==> src/design/line_editor_with_echo_unit_macros.svh <==
// Assertion helpers shared by the line editor RTL.
`ifndef LINE_EDITOR_WITH_ECHO_UNIT_MACROS_SVH
`define LINE_EDITOR_WITH_ECHO_UNIT_MACROS_SVH

// Same-cycle implication, off while reset is held.
`define LED_ASSERT_NOW(label, clk, rst_n, ante, cons, msg) \
    label: assert property (@(posedge clk) disable iff (!rst_n) (ante) |-> (cons)) \
        else $error(msg);

// Next-cycle implication, off while reset is held.
`define LED_ASSERT_NEXT(label, clk, rst_n, ante, cons, msg) \
    label: assert property (@(posedge clk) disable iff (!rst_n) (ante) |=> (cons)) \
        else $error(msg);

`endif

==> src/design/led_pkg.sv <==
`timescale 1ns / 1ps
`default_nettype none

package led_pkg;

    // Line store geometry
    localparam int LINE_CAP = 32;
    localparam int ADDR_W   = $clog2(LINE_CAP);
    localparam int LEN_W    = 5;
    localparam int LIMIT_W  = 6;
    localparam int ECHO_W   = 2;
    localparam int PADDR_W  = 4;
    localparam int PDATA_W  = 32;

    // Command queue between front and back
    localparam int QDEPTH = 2;
    localparam int QPTR_W = $clog2(QDEPTH);
    localparam int QCNT_W = $clog2(QDEPTH + 1);

    // Key codes
    localparam logic [7:0] KEY_ESC   = 8'h1B;
    localparam logic [7:0] KEY_BS    = 8'h08;
    localparam logic [7:0] KEY_CR    = 8'h0D;
    localparam logic [7:0] KEY_LF    = 8'h0A;
    localparam logic [7:0] KEY_DEL   = 8'h7F;
    localparam logic [7:0] KEY_BELL  = 8'h07;
    localparam logic [7:0] KEY_SPACE = 8'h20;
    localparam logic [7:0] KEY_TILDE = 8'h7E;
    localparam logic [7:0] KEY_STAR  = 8'h2A;
    localparam logic [7:0] KEY_ZERO  = 8'h30;
    localparam logic [7:0] KEY_NINE  = 8'h39;

    // Echo modes
    localparam logic [ECHO_W-1:0] ECHO_OFF  = 2'd0;
    localparam logic [ECHO_W-1:0] ECHO_STAR = 2'd2;

    // Register map (index = paddr[3:2])
    localparam logic [1:0] REG_LINE_LIMIT  = 2'd0;
    localparam logic [1:0] REG_DIGITS_ONLY = 2'd1;
    localparam logic [1:0] REG_ECHO_MODE   = 2'd2;

    localparam logic [LIMIT_W-1:0] RST_LINE_LIMIT = 6'd32;
    localparam logic [ECHO_W-1:0]  RST_ECHO_MODE  = 2'd1;

    typedef enum logic [1:0] {
        KIND_TERM  = 2'd0,
        KIND_LINE  = 2'd1,
        KIND_DONE  = 2'd2,
        KIND_ABORT = 2'd3
    } t_kind;

    typedef enum logic [1:0] {
        OP_ABORT,
        OP_TERM,
        OP_ERASE,
        OP_ENTER
    } t_op;

    typedef struct packed {
        t_op               op;
        logic [7:0]        data;
        logic [ADDR_W-1:0] len;
        logic              echo;
    } t_cmd;

    typedef struct packed {
        logic valid;
        t_cmd cmd;
    } t_qin;

    typedef struct packed {
        logic              en;
        logic [ADDR_W-1:0] addr;
        logic [7:0]        data;
    } t_wr;

    typedef struct packed {
        logic [LIMIT_W-1:0] line_limit;
        logic               digits_only;
        logic [ECHO_W-1:0]  echo_mode;
    } t_cfg;

    typedef enum logic [3:0] {
        B_IDLE,
        B_ONE,
        B_ABORT,
        B_BS1,
        B_SP,
        B_BS2,
        B_CR,
        B_LF,
        B_LINE,
        B_DONE
    } t_bstate;

endpackage

`default_nettype wire

==> src/design/led_ram.sv <==
`timescale 1ns / 1ps
`default_nettype none

// Simple dual-port RAM, one write and one registered read per cycle.
module led_ram #(
    parameter int WIDTH = 8,
    parameter int DEPTH = 32
) (
    input  wire logic                     i_clk,
    input  wire logic                     i_we,
    input  wire logic [$clog2(DEPTH)-1:0] i_waddr,
    input  wire logic [WIDTH-1:0]         i_wdata,
    input  wire logic [$clog2(DEPTH)-1:0] i_raddr,
    output logic      [WIDTH-1:0]         o_rdata
);

    logic [WIDTH-1:0] r_mem [DEPTH];

    always_ff @(posedge i_clk) begin
        if (i_we) begin
            r_mem[i_waddr] <= i_wdata;
        end
        o_rdata <= r_mem[i_raddr];
    end

endmodule

`default_nettype wire

==> src/design/led_front.sv <==
`timescale 1ns / 1ps
`default_nettype none

// Key classifier: owns the fill count, writes the line store, queues commands.
module led_front (
    input  wire logic              i_clk,
    input  wire logic              i_rst_n,
    input  wire logic              i_key_valid,
    output logic                   o_key_ready,
    input  wire logic [7:0]        i_key_byte,
    input  wire led_pkg::t_cfg     i_cfg,
    input  wire logic              i_q_full,
    output led_pkg::t_qin          o_push,
    input  wire logic              i_line_done,
    output led_pkg::t_wr           o_wr
);

    localparam int CW = led_pkg::LIMIT_W + 1;

    logic [led_pkg::ADDR_W-1:0]  r_fill, n_fill;
    logic                        r_hold, n_hold;
    logic                        w_accept;
    logic [led_pkg::LIMIT_W-1:0] w_lim;
    logic                        w_room;
    logic                        w_echo;

    // Hold input from a line end until its completion result is issued
    assign o_key_ready = !r_hold && !i_q_full;
    assign w_accept    = i_key_valid && o_key_ready;
    assign w_echo      = (i_cfg.echo_mode != led_pkg::ECHO_OFF);

    // Effective line limit, clamped to [1, LINE_CAP]
    always_comb begin
        priority if (i_cfg.line_limit == '0) begin
            w_lim = led_pkg::LIMIT_W'(1);
        end else if (i_cfg.line_limit > led_pkg::LIMIT_W'(led_pkg::LINE_CAP)) begin
            w_lim = led_pkg::LIMIT_W'(led_pkg::LINE_CAP);
        end else begin
            w_lim = i_cfg.line_limit;
        end
    end

    // Room for one more char: fill + 1 < limit
    assign w_room = (CW'(r_fill) + CW'(1)) < CW'(w_lim);

    // Classification
    always_comb begin
        n_fill            = r_fill;
        n_hold            = r_hold;
        o_push.valid      = 1'b0;
        o_push.cmd.op     = led_pkg::OP_TERM;
        o_push.cmd.data   = led_pkg::KEY_BELL;
        o_push.cmd.len    = r_fill;
        o_push.cmd.echo   = w_echo;
        o_wr.en           = 1'b0;
        o_wr.addr         = r_fill;
        o_wr.data         = i_key_byte;

        if (i_line_done) begin
            n_hold = 1'b0;
        end

        if (w_accept) begin
            priority if (i_key_byte == led_pkg::KEY_ESC) begin
                o_push.valid  = 1'b1;
                o_push.cmd.op = led_pkg::OP_ABORT;
                n_fill        = '0;
            end else if (i_key_byte == led_pkg::KEY_BS || i_key_byte == led_pkg::KEY_DEL) begin
                if (r_fill != '0) begin
                    n_fill        = r_fill - led_pkg::ADDR_W'(1);
                    o_push.valid  = w_echo;
                    o_push.cmd.op = led_pkg::OP_ERASE;
                end else begin
                    o_push.valid  = 1'b1;
                end
            end else if (i_key_byte == led_pkg::KEY_CR || i_key_byte == led_pkg::KEY_LF) begin
                o_push.valid  = 1'b1;
                o_push.cmd.op = led_pkg::OP_ENTER;
                n_fill        = '0;
                n_hold        = 1'b1;
            end else if (i_cfg.digits_only &&
                         (i_key_byte < led_pkg::KEY_ZERO || i_key_byte > led_pkg::KEY_NINE)) begin
                o_push.valid  = 1'b1;
            end else if (i_key_byte < led_pkg::KEY_SPACE || i_key_byte > led_pkg::KEY_TILDE) begin
                o_push.valid  = 1'b1;
            end else if (w_room) begin
                o_wr.en         = 1'b1;
                n_fill          = r_fill + led_pkg::ADDR_W'(1);
                o_push.valid    = w_echo;
                o_push.cmd.data = (i_cfg.echo_mode == led_pkg::ECHO_STAR) ?
                                  led_pkg::KEY_STAR : i_key_byte;
            end else begin
                o_push.valid  = 1'b1;
            end
        end
    end

    always_ff @(posedge i_clk) begin
        if (!i_rst_n) begin
            r_fill <= '0;
            r_hold <= 1'b0;
        end else begin
            r_fill <= n_fill;
            r_hold <= n_hold;
        end
    end

endmodule

`default_nettype wire

==> src/design/led_fifo.sv <==
`timescale 1ns / 1ps
`default_nettype none

// Short command queue between classifier and sequencer.
module led_fifo (
    input  wire logic          i_clk,
    input  wire logic          i_rst_n,
    input  wire led_pkg::t_qin i_push,
    output logic               o_full,
    output led_pkg::t_qin      o_head,
    input  wire logic          i_pop
);

    led_pkg::t_cmd               r_mem [led_pkg::QDEPTH];
    logic [led_pkg::QPTR_W-1:0]  r_wp, r_rp;
    logic [led_pkg::QCNT_W-1:0]  r_cnt;
    logic                        w_push, w_pop;

    assign o_full      = (r_cnt == led_pkg::QCNT_W'(led_pkg::QDEPTH));
    assign o_head.valid = (r_cnt != '0);
    assign o_head.cmd   = r_mem[r_rp];
    assign w_push      = i_push.valid && !o_full;
    assign w_pop       = i_pop && o_head.valid;

    function automatic logic [led_pkg::QPTR_W-1:0] f_inc(input logic [led_pkg::QPTR_W-1:0] p);
        f_inc = (p == led_pkg::QPTR_W'(led_pkg::QDEPTH - 1)) ? '0 : p + led_pkg::QPTR_W'(1);
    endfunction

    // Entry storage
    always_ff @(posedge i_clk) begin
        if (w_push) begin
            r_mem[r_wp] <= i_push.cmd;
        end
    end

    // Pointers and count
    always_ff @(posedge i_clk) begin
        if (!i_rst_n) begin
            r_wp  <= '0;
            r_rp  <= '0;
            r_cnt <= '0;
        end else begin
            if (w_push) begin
                r_wp <= f_inc(r_wp);
            end
            if (w_pop) begin
                r_rp <= f_inc(r_rp);
            end
            unique case ({w_push, w_pop})
                2'b10:   r_cnt <= r_cnt + led_pkg::QCNT_W'(1);
                2'b01:   r_cnt <= r_cnt - led_pkg::QCNT_W'(1);
                default: r_cnt <= r_cnt;
            endcase
        end
    end

endmodule

`default_nettype wire

==> src/design/led_back.sv <==
`timescale 1ns / 1ps
`default_nettype none

// Result sequencer: expands one command into its results, one per cycle while the result channel accepts.
module led_back (
    input  wire logic                        i_clk,
    input  wire logic                        i_rst_n,
    input  wire led_pkg::t_qin               i_head,
    output logic                             o_pop,
    output logic [led_pkg::ADDR_W-1:0]       o_raddr,
    input  wire logic [7:0]                  i_rdata,
    output logic                             o_line_done,
    output logic                             o_res_valid,
    input  wire logic                        i_res_ready,
    output logic [1:0]                       o_result_kind,
    output logic [7:0]                       o_data_byte,
    output logic [led_pkg::LEN_W-1:0]        o_line_length,
    output logic                             o_final_of_run
);

    led_pkg::t_bstate            r_state, n_state, w_first;
    led_pkg::t_cmd               r_cmd;
    logic [led_pkg::ADDR_W-1:0]  r_idx, n_idx;
    logic                        w_slot;
    logic                        w_emit;
    led_pkg::t_kind              w_kind;
    logic [7:0]                  w_data;
    logic                        w_final;
    logic                        w_last;

    logic                        r_o_valid;
    led_pkg::t_kind              r_kind;
    logic [7:0]                  r_data;
    logic [led_pkg::LEN_W-1:0]   r_len;
    logic                        r_final;

    // Output register free to take a result
    assign w_slot = !r_o_valid || i_res_ready;
    assign w_last = ((r_idx + led_pkg::ADDR_W'(1)) == r_cmd.len);

    // First step of a freshly popped command
    always_comb begin
        unique case (i_head.cmd.op)
            led_pkg::OP_ABORT: w_first = led_pkg::B_ABORT;
            led_pkg::OP_TERM:  w_first = led_pkg::B_ONE;
            led_pkg::OP_ERASE: w_first = led_pkg::B_BS1;
            led_pkg::OP_ENTER: begin
                if (i_head.cmd.echo) begin
                    w_first = led_pkg::B_CR;
                end else if (i_head.cmd.len != '0) begin
                    w_first = led_pkg::B_LINE;
                end else begin
                    w_first = led_pkg::B_DONE;
                end
            end
            default: w_first = led_pkg::B_ONE;
        endcase
    end

    // Next state
    always_comb begin
        n_state = r_state;
        unique case (r_state)
            led_pkg::B_IDLE: begin
                if (i_head.valid) n_state = w_first;
            end
            led_pkg::B_ONE, led_pkg::B_ABORT, led_pkg::B_BS2, led_pkg::B_DONE: begin
                if (w_slot) n_state = led_pkg::B_IDLE;
            end
            led_pkg::B_BS1: begin
                if (w_slot) n_state = led_pkg::B_SP;
            end
            led_pkg::B_SP: begin
                if (w_slot) n_state = led_pkg::B_BS2;
            end
            led_pkg::B_CR: begin
                if (w_slot) n_state = led_pkg::B_LF;
            end
            led_pkg::B_LF: begin
                if (w_slot) n_state = (r_cmd.len != '0) ? led_pkg::B_LINE : led_pkg::B_DONE;
            end
            led_pkg::B_LINE: begin
                if (w_slot && w_last) n_state = led_pkg::B_DONE;
            end
            default: n_state = led_pkg::B_IDLE;
        endcase
    end

    // Per-state result and control
    always_comb begin
        o_pop       = 1'b0;
        w_emit      = 1'b0;
        w_kind      = led_pkg::KIND_TERM;
        w_data      = '0;
        w_final     = 1'b0;
        o_line_done = 1'b0;
        n_idx       = r_idx;
        unique case (r_state)
            led_pkg::B_IDLE: begin
                o_pop = i_head.valid;
                if (i_head.valid) n_idx = '0;
            end
            led_pkg::B_ONE: begin
                w_emit  = 1'b1;
                w_data  = r_cmd.data;
                w_final = 1'b1;
            end
            led_pkg::B_ABORT: begin
                w_emit  = 1'b1;
                w_kind  = led_pkg::KIND_ABORT;
                w_final = 1'b1;
            end
            led_pkg::B_BS1: begin
                w_emit = 1'b1;
                w_data = led_pkg::KEY_BS;
            end
            led_pkg::B_SP: begin
                w_emit = 1'b1;
                w_data = led_pkg::KEY_SPACE;
            end
            led_pkg::B_BS2: begin
                w_emit  = 1'b1;
                w_data  = led_pkg::KEY_BS;
                w_final = 1'b1;
            end
            led_pkg::B_CR: begin
                w_emit = 1'b1;
                w_data = led_pkg::KEY_CR;
            end
            led_pkg::B_LF: begin
                w_emit = 1'b1;
                w_data = led_pkg::KEY_LF;
            end
            led_pkg::B_LINE: begin
                w_emit = 1'b1;
                w_kind = led_pkg::KIND_LINE;
                w_data = i_rdata;
                if (w_slot && !w_last) n_idx = r_idx + led_pkg::ADDR_W'(1);
            end
            led_pkg::B_DONE: begin
                w_emit      = 1'b1;
                w_kind      = led_pkg::KIND_DONE;
                w_final     = 1'b1;
                o_line_done = w_slot;
            end
            default: begin
                w_emit = 1'b0;
            end
        endcase
    end

    // Store is addressed with the next index, so its registered read data lines up with the current index
    assign o_raddr = n_idx;

    // Sequencer registers
    always_ff @(posedge i_clk) begin
        if (!i_rst_n) begin
            r_state   <= led_pkg::B_IDLE;
            r_o_valid <= 1'b0;
        end else begin
            r_state <= n_state;
            if (w_slot) begin
                r_o_valid <= w_emit;
            end
        end
    end

    // Command and payload registers
    always_ff @(posedge i_clk) begin
        r_idx <= n_idx;
        if (o_pop) begin
            r_cmd <= i_head.cmd;
        end
        if (w_slot && w_emit) begin
            r_kind  <= w_kind;
            r_data  <= w_data;
            r_len   <= (w_kind == led_pkg::KIND_DONE) ? led_pkg::LEN_W'(r_cmd.len) : '0;
            r_final <= w_final;
        end
    end

    assign o_res_valid    = r_o_valid;
    assign o_result_kind  = r_kind;
    assign o_data_byte    = r_data;
    assign o_line_length  = r_len;
    assign o_final_of_run = r_final;

endmodule

`default_nettype wire

==> src/design/line_editor_with_echo_unit.sv <==
`timescale 1ns / 1ps
`default_nettype none
`include "line_editor_with_echo_unit_macros.svh"

// Line editor with echo. Keyboard bytes enter on the key channel and leave as
// terminal echo bytes, bells, stored line bytes and line complete/aborted
// results on the result channel; the last result of each key has
// o_final_of_run set, and a key may cause no result at all when echo is off.
// A classifier takes a key and queues a command (two-entry queue); a sequencer
// turns each command into one result per cycle while the result channel
// accepts them. A line end walks the stored characters out of the line store
// one per cycle, as results are accepted, through its registered read port,
// and no new key is taken until the completion result has been issued. No
// clearing pass is needed after reset.
// Registers via APB at 0x0 line_limit, 0x4 digits_only, 0x8 echo_mode.
module line_editor_with_echo_unit (
    input  wire logic                          i_clk,
    input  wire logic                          i_rst_n,
    // key channel
    input  wire logic                          i_key_valid,
    output logic                               o_key_ready,
    input  wire logic [7:0]                    i_key_byte,
    // result channel
    output logic                               o_res_valid,
    input  wire logic                          i_res_ready,
    output logic [1:0]                         o_result_kind,
    output logic [7:0]                         o_data_byte,
    output logic [led_pkg::LEN_W-1:0]          o_line_length,
    output logic                               o_final_of_run,
    // APB configuration
    input  wire logic                          psel,
    input  wire logic                          penable,
    input  wire logic                          pwrite,
    input  wire logic [led_pkg::PADDR_W-1:0]   paddr,
    input  wire logic [led_pkg::PDATA_W-1:0]   pwdata,
    output logic [led_pkg::PDATA_W-1:0]        prdata,
    output logic                               pready
);

    led_pkg::t_cfg              r_cfg;
    led_pkg::t_qin              w_push;
    led_pkg::t_qin              w_head;
    led_pkg::t_wr               w_wr;
    logic                       w_q_full;
    logic                       w_pop;
    logic                       w_line_done;
    logic [led_pkg::ADDR_W-1:0] w_raddr;
    logic [7:0]                 w_rdata;
    logic                       w_cfg_wr;
    logic                       w_out_line;
    logic                       w_out_close;
    logic                       w_out_plain;
    logic                       w_done_free;
    logic                       w_key_side;

    // Configuration registers
    assign pready   = 1'b1;
    assign w_cfg_wr = psel && penable && pwrite && pready;

    always_ff @(posedge i_clk) begin
        if (!i_rst_n) begin
            r_cfg.line_limit  <= led_pkg::RST_LINE_LIMIT;
            r_cfg.digits_only <= 1'b0;
            r_cfg.echo_mode   <= led_pkg::RST_ECHO_MODE;
        end else if (w_cfg_wr) begin
            unique case (paddr[3:2])
                led_pkg::REG_LINE_LIMIT:  r_cfg.line_limit  <= pwdata[led_pkg::LIMIT_W-1:0];
                led_pkg::REG_DIGITS_ONLY: r_cfg.digits_only <= pwdata[0];
                led_pkg::REG_ECHO_MODE:   r_cfg.echo_mode   <= pwdata[led_pkg::ECHO_W-1:0];
                default: ;
            endcase
        end
    end

    // Register read-back
    always_comb begin
        unique case (paddr[3:2])
            led_pkg::REG_LINE_LIMIT:  prdata = led_pkg::PDATA_W'(r_cfg.line_limit);
            led_pkg::REG_DIGITS_ONLY: prdata = led_pkg::PDATA_W'(r_cfg.digits_only);
            led_pkg::REG_ECHO_MODE:   prdata = led_pkg::PDATA_W'(r_cfg.echo_mode);
            default:                  prdata = '0;
        endcase
    end

    led_front u_front (
        .i_clk       (i_clk),
        .i_rst_n     (i_rst_n),
        .i_key_valid (i_key_valid),
        .o_key_ready (o_key_ready),
        .i_key_byte  (i_key_byte),
        .i_cfg       (r_cfg),
        .i_q_full    (w_q_full),
        .o_push      (w_push),
        .i_line_done (w_line_done),
        .o_wr        (w_wr)
    );

    led_ram #(
        .WIDTH (8),
        .DEPTH (led_pkg::LINE_CAP)
    ) u_store (
        .i_clk   (i_clk),
        .i_we    (w_wr.en),
        .i_waddr (w_wr.addr),
        .i_wdata (w_wr.data),
        .i_raddr (w_raddr),
        .o_rdata (w_rdata)
    );

    led_fifo u_fifo (
        .i_clk   (i_clk),
        .i_rst_n (i_rst_n),
        .i_push  (w_push),
        .o_full  (w_q_full),
        .o_head  (w_head),
        .i_pop   (w_pop)
    );

    led_back u_back (
        .i_clk          (i_clk),
        .i_rst_n        (i_rst_n),
        .i_head         (w_head),
        .o_pop          (w_pop),
        .o_raddr        (w_raddr),
        .i_rdata        (w_rdata),
        .o_line_done    (w_line_done),
        .o_res_valid    (o_res_valid),
        .i_res_ready    (i_res_ready),
        .o_result_kind  (o_result_kind),
        .o_data_byte    (o_data_byte),
        .o_line_length  (o_line_length),
        .o_final_of_run (o_final_of_run)
    );

    // Result classes watched by the checks below
    assign w_out_line  = o_res_valid && (o_result_kind == led_pkg::KIND_LINE);
    assign w_out_close = o_res_valid && (o_result_kind == led_pkg::KIND_DONE ||
                                         o_result_kind == led_pkg::KIND_ABORT);
    assign w_out_plain = o_res_valid && (o_result_kind != led_pkg::KIND_DONE);
    assign w_done_free = w_line_done && !w_q_full;
    assign w_key_side  = o_key_ready || w_q_full;

    // Keys stay blocked while a finished line is still streaming out
    `LED_ASSERT_NOW(a_line_blocks_keys, i_clk, i_rst_n, w_out_line, !o_key_ready, "key in line")
    // Completion and abort always close a key's run
    `LED_ASSERT_NOW(a_done_is_final, i_clk, i_rst_n, w_out_close, o_final_of_run, "not final")
    // Length field only carried by a completion
    `LED_ASSERT_NOW(a_len_only_done, i_clk, i_rst_n, w_out_plain, ~|o_line_length, "stray length")
    // A completion issued frees the key side on the next cycle unless the queue is full
    `LED_ASSERT_NEXT(a_done_releases, i_clk, i_rst_n, w_done_free, w_key_side, "key side held")

endmodule

`default_nettype wire
==> config.mk <==
export PLATFORM = sky130hd
export DESIGN_NAME = line_editor_with_echo_unit
export DESIGN_NICKNAME = d
export VERILOG_FILES = /design/src/design/led_pkg.sv /design/src/design/led_ram.sv /design/src/design/led_front.sv /design/src/design/led_fifo.sv /design/src/design/led_back.sv /design/src/design/line_editor_with_echo_unit.sv
export VERILOG_INCLUDE_DIRS = /design/src /design/src/design
export SDC_FILE = /design/constraint.sdc
export NUM_CORES = 1
export LEC_CHECK = 0
export BUFFER_PORTS_ARGS = -buffer_cell sky130_fd_sc_hd__buf_2
export CORE_UTILIZATION = 65
export CTS_CLUSTER_SIZE = 10
export DETAILED_ROUTE_END_ITERATION = 8
export GPL_TIMING_DRIVEN = 0
export PLACE_DENSITY = 0.85
export SETUP_SLACK_MARGIN = 0.3
export SLEW_MARGIN = 0
export SYNTH_ARGS = -nofsm -noshare
export SYNTH_HDL_FRONTEND = slang
export SYNTH_HIERARCHICAL = 1
export SYNTH_SLANG_ARGS = --single-unit
==> constraint.sdc <==
create_clock -name i_clk -period 7.8 [get_ports i_clk]
set_input_delay 0.39 -clock i_clk [delete_from_list [all_inputs] [get_ports i_clk]]
set_output_delay 0.39 -clock i_clk [all_outputs]
set_load 0.1 [all_outputs]
Word-level counts from Yosys, hierarchy flattened
Memories as Yosys holds them, arrays and structs flattened. A register that Yosys moved wholly into a read port is not among the register bits. Index checks and enable logic that the tools add are counted.

Add/subtract/negate cells: 8. $lt $le $gt $ge: 6. Eq/ne operators: 35. Mux-type cells: 69. Reduce and logical (&&, ||, !) cells: 38.

Operators by type and width (count): $mux 8 (7); $pmux 8 s6 (1); $mux 5 (9); $mux 4 (8); $mux 1 (31); $pmux 4 s7 (1); $eq 8x4->1 const B (3); $pmux 6 s3 (1); $eq 4x3->1 const B (4); $lt 8x6->1 const B (2); $pmux 4 s4 (1); $reduce_bool 5->1 (3); $eq 2x2->1 const B (7); $ne 2x1->1 const B (7); $mux 6 (2); $mux 11 (1); $add 5x1->5 const B (2); $logic_and 1x1->1 (10); $pmux 5 s2 (1); $reduce_or 9->1 (1); $eq 4x2->1 const B (2); $eq 4x4->1 const B (2); $eq 8x5->1 const B (1); $eq 8x7->1 const B (1); other kinds (30) (48).

Register bits after elaboration: 58. Bits in writable memories: 288. Input bits: 51. Output and inout port bits: 51. Logic and storage cells: 175. Memories kept: 2.

Memory list: u_store.r_mem (depth 32, width 8, rd ports 1, clocked after Yosys merged registers in 1, wr ports 1, line led_ram.sv:17) `logic [WIDTH-1:0] r_mem [DEPTH];`; u_fifo.r_mem (depth 2, width 16, rd ports 1, clocked after Yosys merged registers in 1, wr ports 1, line led_fifo.sv:14) `led_pkg::t_cmd r_mem [led_pkg::QDEPTH];`.

Depth between registers and ports, before layout
Depth in word-level cells: 14. Gate-level depth with buffers: 15. Mapped depth without buffers: 15.

Cells and area by module
The synthesis kept the hierarchy.

By module, submodules not included: led_ram (times used 1, cells each 417, area each 10053.4 um2, seq. area each 7847.5 um2); led_back (times used 1, cells each 173, area each 1915.6 um2, seq. area each 1071.0 um2); led_fifo (times used 1, cells each 76, area each 1390.1 um2, seq. area each 1061.0 um2); led_front (times used 1, cells each 140, area each 1036.0 um2, seq. area each 120.1 um2); line_editor_with_echo_unit (times used 1, cells each 80, area each 695.7 um2, seq. area each 180.2 um2).

Worst setup path after synthesis
OpenSTA, ideal clock, no wires.

Path type: reg2reg. Start point: reg u_fifo/r_cnt[0] (netlist bit). End point: mem u_store.r_mem[0][0] (enable). Library setup time: 0.370 ns. Arrival: 3.701 ns. Required time: 7.430 ns. Setup slack: 3.729 ns. Cell stages (with the launch flop): 11. Buffers on the path: 1. Clock period less this slack: 4.071 ns. Path through: dfxtp_1 nand2b_2 inv_2 nor2_1 and2_0 nand2_1 nand4b_1 inv_2 or3b_2 clkbuf_1 nor2_1.

RTL lines: start: declaration (line led_fifo.sv:16) `logic [led_pkg::QCNT_W-1:0] r_cnt;`; start signal: assignment (line led_fifo.sv:50) `2'b10: r_cnt <= r_cnt + led_pkg::QCNT_W'(1);`; start signal: assignment (line led_fifo.sv:51) `2'b01: r_cnt <= r_cnt - led_pkg::QCNT_W'(1);`; start signal: assignment (line led_fifo.sv:52) `default: r_cnt <= r_cnt;`; end: declaration (line led_ram.sv:17).

==> load_flow_metrics.sql <==
INSERT INTO impl_metrics (metric_group, metric, value, unit) VALUES
('run_status', 'status', 'completed', ''),
('setup_path', 'worstSetupPathType', 'register to register', ''),
('global_route', 'grt_max_degree', '33', ''),
('global_route', 'grt_pass1_vias', '8388', ''),
('clock_network', 'clock_path_buffers', '3', ''),
('synthesis', 'synth_compound_area_share', '4.26', '%'),
('placement', 'place.detailed.instances', '1239', ''),
('detailed_routing', 'route.detailed.vias_per_inst', '6.58', ''),
('floorplanning', 'die_height', '154', 'um'),
('placement', 'dp_hpwl', '20400', 'um'),
('detailed_routing', 'detail_route.drc_violations', '0', ''),
('synthesis', 'combinational_family_with_the_most_area_after_synthesis', 'multiplexers', ''),
('synthesis', 'asyncSetResetFlopFracSynth', '0', '%'),
('timing', 'maxSlewViolCount', '0', ''),
('floorplanning', 'die_area', '23800', 'um^2'),
('layout', 'layout.core_utilization', '74.5', '%'),
('detailed_routing', 'final_antenna_net_count', '0', ''),
('detailed_routing', 'via_count', '8551', ''),
('synthesis', 'ys_warns', '6', ''),
('timing', 'skew', '12.3', 'ps'),
('global_route', 'overflow', '0', ''),
('global_route', 'number_of_antenna_violations_at_the_first_check_in_global_routing', '1', ''),
('synthesis', 'ys_seq_elements', '355', ''),
('power_and_ir_drop', 'cellLeakagePower', '0.00556', 'uW'),
('timing', 'rsz0062_at_grt', 'false', ''),
('layout', 'design.final.nets', '1057', ''),
('run', 'drv_cap', '0', ''),
('min_path', 'hold_class', 'input port to register', ''),
('setup_path', 'crit_arrival', '4720', 'ps'),
('floorplanning', 'floorplan.initialDensity', '66.5', '%'),
('synthesis', 'synthDistinctLibCells', '81', ''),
('detailed_routing', 'avgRoutedWirePerCell', '26.0', 'um'),
('power_and_ir_drop', 'power-per-cell-area', '315', 'nW/um^2'),
('floorplanning', 'floorplan.io_pins', '102', ''),
('detailed_routing', 'drt-initial-drc-count', '1092', ''),
('timing', 'period_needed', '4570', 'ps'),
('timing', 'timing.final.crit_share', '58.6', '%'),
('floorplanning', 'die_width', '154', 'um'),
('layout', 'synthToLayoutAreaGrowth', '12.1', '%'),
('clock_network', 'cts_setup_buffers', '0', ''),
('synthesis', 'syn_avg_cell_area', '17.0', 'um^2'),
('floorplanning', 'core_area', '22700', 'um^2'),
('synthesis', 'synth_enable_flop_cells', '317', ''),
('clock_network', 'cts.sink_count', '355', ''),
('synthesis', 'seq_area_frac_synth', '68.1', '%'),
('synthesis', 'synth.cell_area', '15100', 'um^2'),
('synthesis', 'post_synthesis_mux_area_share', '14.8', '%'),
('synthesis', 'post_synth_inst_count', '886', ''),
('setup_path', 'endpoint_type_of_the_worst_setup_path', 'register', ''),
('placement', 'gp_congestion', '0.918', ''),
('timing', 'slew_headroom', '35.2', '%'),
('global_route', 'grt_pass1_wl', '50800', 'um'),
('timing', 'hold_violations', '0', ''),
('floorplanning', 'rows', '55', ''),
('layout', 'final-instance-count-excl-fill', '1300', ''),
('clock_network', 'clock_tree.htree_level_count', '2', ''),
('setup_path', 'worst-path-max-fanout', '8', ''),
('synthesis', 'synth-simple-area-share', '7.41', '%'),
('setup_path', 'critical_path_required', '7940', 'ps'),
('synthesis', 'synth_fa_ha_area_share', '0.746', '%'),
('detailed_routing', 'firstDrtPassIters', '6', ''),
('clock_network', 'cts.hold.buffers_added', '0', ''),
('layout', 'final_layout_size_suffix_gt1_share', '27.8', '%'),
('timing', 'tightestPinTransition', '964', 'ps'),
('detailed_routing', 'wirelength', '33800', 'um'),
('timing', 'clock.fmax', '219', 'MHz'),
('clock_network', 'cts_root_buf', 'sky130_fd_sc_hd__clkbuf_16', ''),
('clock_network', 'post_cts_resized', '0', ''),
('timing', 'holdWs', '109', 'ps'),
('synthesis', 'synth-xor-area-share', '0.813', '%'),
('clock_network', 'clk_pin_slew', '60', 'ps'),
('timing', 'timing.setup.tns', '0', 'ps'),
('global_route', 'globalRouteTotalUtil', '29.4', '%'),
('clock_network', 'clock_tree_from_tritoncts', 'done', ''),
('power_and_ir_drop', 'vdd_ir_drop_max', '0.216', 'mV'),
('synthesis', 'synth_flop_cell', 'sky130_fd_sc_hd__edfxtp_1', ''),
('timing', 'setup-violations-final', '0', ''),
('clock_network', 'cts_buffers', '41', ''),
('setup_path', 'critPathLaunchType', 'register', ''),
('placement', 'port_buffers', '42', ''),
('clock_network', 'insertion_delay', '530', 'ps');
## registers in the layout, summed over array words and instances, names as in the netlist, 8 cells and up, named ones only
signal	count
u_back/r_cmd	13
u_store/r_mem	256
u_fifo/r_mem	32
u_store/o_rdata	8
r_cfg	9
u_back/o_data_byte	8
## final timing paths
check,startpoint,to,slack (ps),cells past startpoint
setup / recovery,u_front/r_fill[2]$_SDFFE_PN0P_,u_store/r_mem[4][5]$_DFFE_PP_,3230,12
hold / removal,pwdata[3],r_cfg[6]$_SDFFE_PN0P_,110,3
setup reg to reg,u_front/r_fill[2]$_SDFFE_PN0P_,u_store/r_mem[4][5]$_DFFE_PP_,3230,12
hold reg to reg,r_cfg[3]$_SDFFE_PN0P_,r_cfg[3]$_SDFFE_PN0P_,490,2
## cell families (layout without fill, tap and decap cells)
| family | Yosys count | in the layout |
|---|---|---|
| and+or+nand+nor | 212 | 212 |
| xor gates and xnor gates | 14 | 14 |
| muxes | 120 | 120 |
| other | 3 | 29 |
| DFF | 355 | 355 |
| AOI/OAI and AO/OA | 81 | 81 |
| buffers and inverters | 92 | 195 |
| adders and majority gates | 9 | 9 |
## final cells by class
type / count / area (um^2)
clock inverters: 2 / 13.8
fillers: 1272 / 5790
diodes: 1 / 2.50
well taps: 285 / 357
flip-flops and latches: 355 / 10300
inverters: 13 / 48.8
plain buffers: 79 / 517
clock buffers: 58 / 1130
repair buffers: 43 / 221
multi-input cells: 464 / 4340
## worst max-delay path: stages (launching register included)
cell	delay (ps)
sky130_fd_sc_hd__dfxtp_1	420
sky130_fd_sc_hd__clkbuf_1	300
sky130_fd_sc_hd__nand3_1	230
sky130_fd_sc_hd__xnor2_1	190
sky130_fd_sc_hd__ha_1	320
sky130_fd_sc_hd__a211oi_1	240
sky130_fd_sc_hd__nor2_1	90
sky130_fd_sc_hd__a211oi_2	370
sky130_fd_sc_hd__nand4b_1	310
sky130_fd_sc_hd__inv_2	220
sky130_fd_sc_hd__or3b_2	490
sky130_fd_sc_hd__clkbuf_1	280
sky130_fd_sc_hd__nor2_1	730
## power by group
group          switching, uW  total, uW  internal [uW]
clock                    694       1690            995
sequential              68.5       2330           2260
combinational            913       1320            404
## synth_stat cells (11+ instances only)
cell	number	area [um^2]
sky130_fd_sc_hd__edfxtp_1	317	9520
sky130_fd_sc_hd__mux4_2	80	1800
sky130_fd_sc_hd__nor2_1	67	251
sky130_fd_sc_hd__buf_4	49	368
sky130_fd_sc_hd__nand2_1	41	154
sky130_fd_sc_hd__dfxtp_1	38	761
sky130_fd_sc_hd__mux2_2	28	315
sky130_fd_sc_hd__o21ai_0	17	85.1
sky130_fd_sc_hd__clkbuf_1	15	56.3
sky130_fd_sc_hd__and2_1	13	81.3
sky130_fd_sc_hd__mux2i_1	12	120
sky130_fd_sc_hd__nor3_1	12	60.1
sky130_fd_sc_hd__inv_1	11	41.3
## routing by layer
metal / wire [um] / vias up / GRT usage, %
met2: 16600 / 563 / 47.7
met5: 0 / - / 0
li1: - / 3640 / -
met3: 3670 / 71 / 6.11
met1: 12500 / 4277 / 40.2
met4: 979 / 0 / 10.6
## through the flow
step           total power, uW  cell area (um^2)  setup WS [ps]
2_1_floorplan             3380             15200           3730
3_3_place_gp              3620             15800           3520
3_5_place_dp              3650             15800           3390
4_1_cts                   5340             16900           3300
5_1_grt                   5500             16900           3030
6_report                  5340             16900           3230
## placed cells by master, fill, tap and decap left out, types with 8 or more instances in the layout
cell and count:
sky130_fd_sc_hd__edfxtp_1 317, sky130_fd_sc_hd__mux4_2 80, sky130_fd_sc_hd__nor2_1 67, sky130_fd_sc_hd__buf_4 49, sky130_fd_sc_hd__buf_2 46, sky130_fd_sc_hd__clkbuf_16 43
sky130_fd_sc_hd__nand2_1 41, sky130_fd_sc_hd__dfxtp_1 38, sky130_fd_sc_hd__clkbuf_1 30, sky130_fd_sc_hd__conb_1 28, sky130_fd_sc_hd__mux2_2 28, sky130_fd_sc_hd__o21ai_0 17
sky130_fd_sc_hd__and2_1 13, sky130_fd_sc_hd__mux2i_1 12, sky130_fd_sc_hd__nor3_1 12, sky130_fd_sc_hd__inv_1 11, sky130_fd_sc_hd__nor2b_1 10, sky130_fd_sc_hd__nand3_1 10
sky130_fd_sc_hd__xnor2_1 10, sky130_fd_sc_hd__ha_1 9, sky130_fd_sc_hd__a21oi_1 8
(Power assumes the default switching activity.)
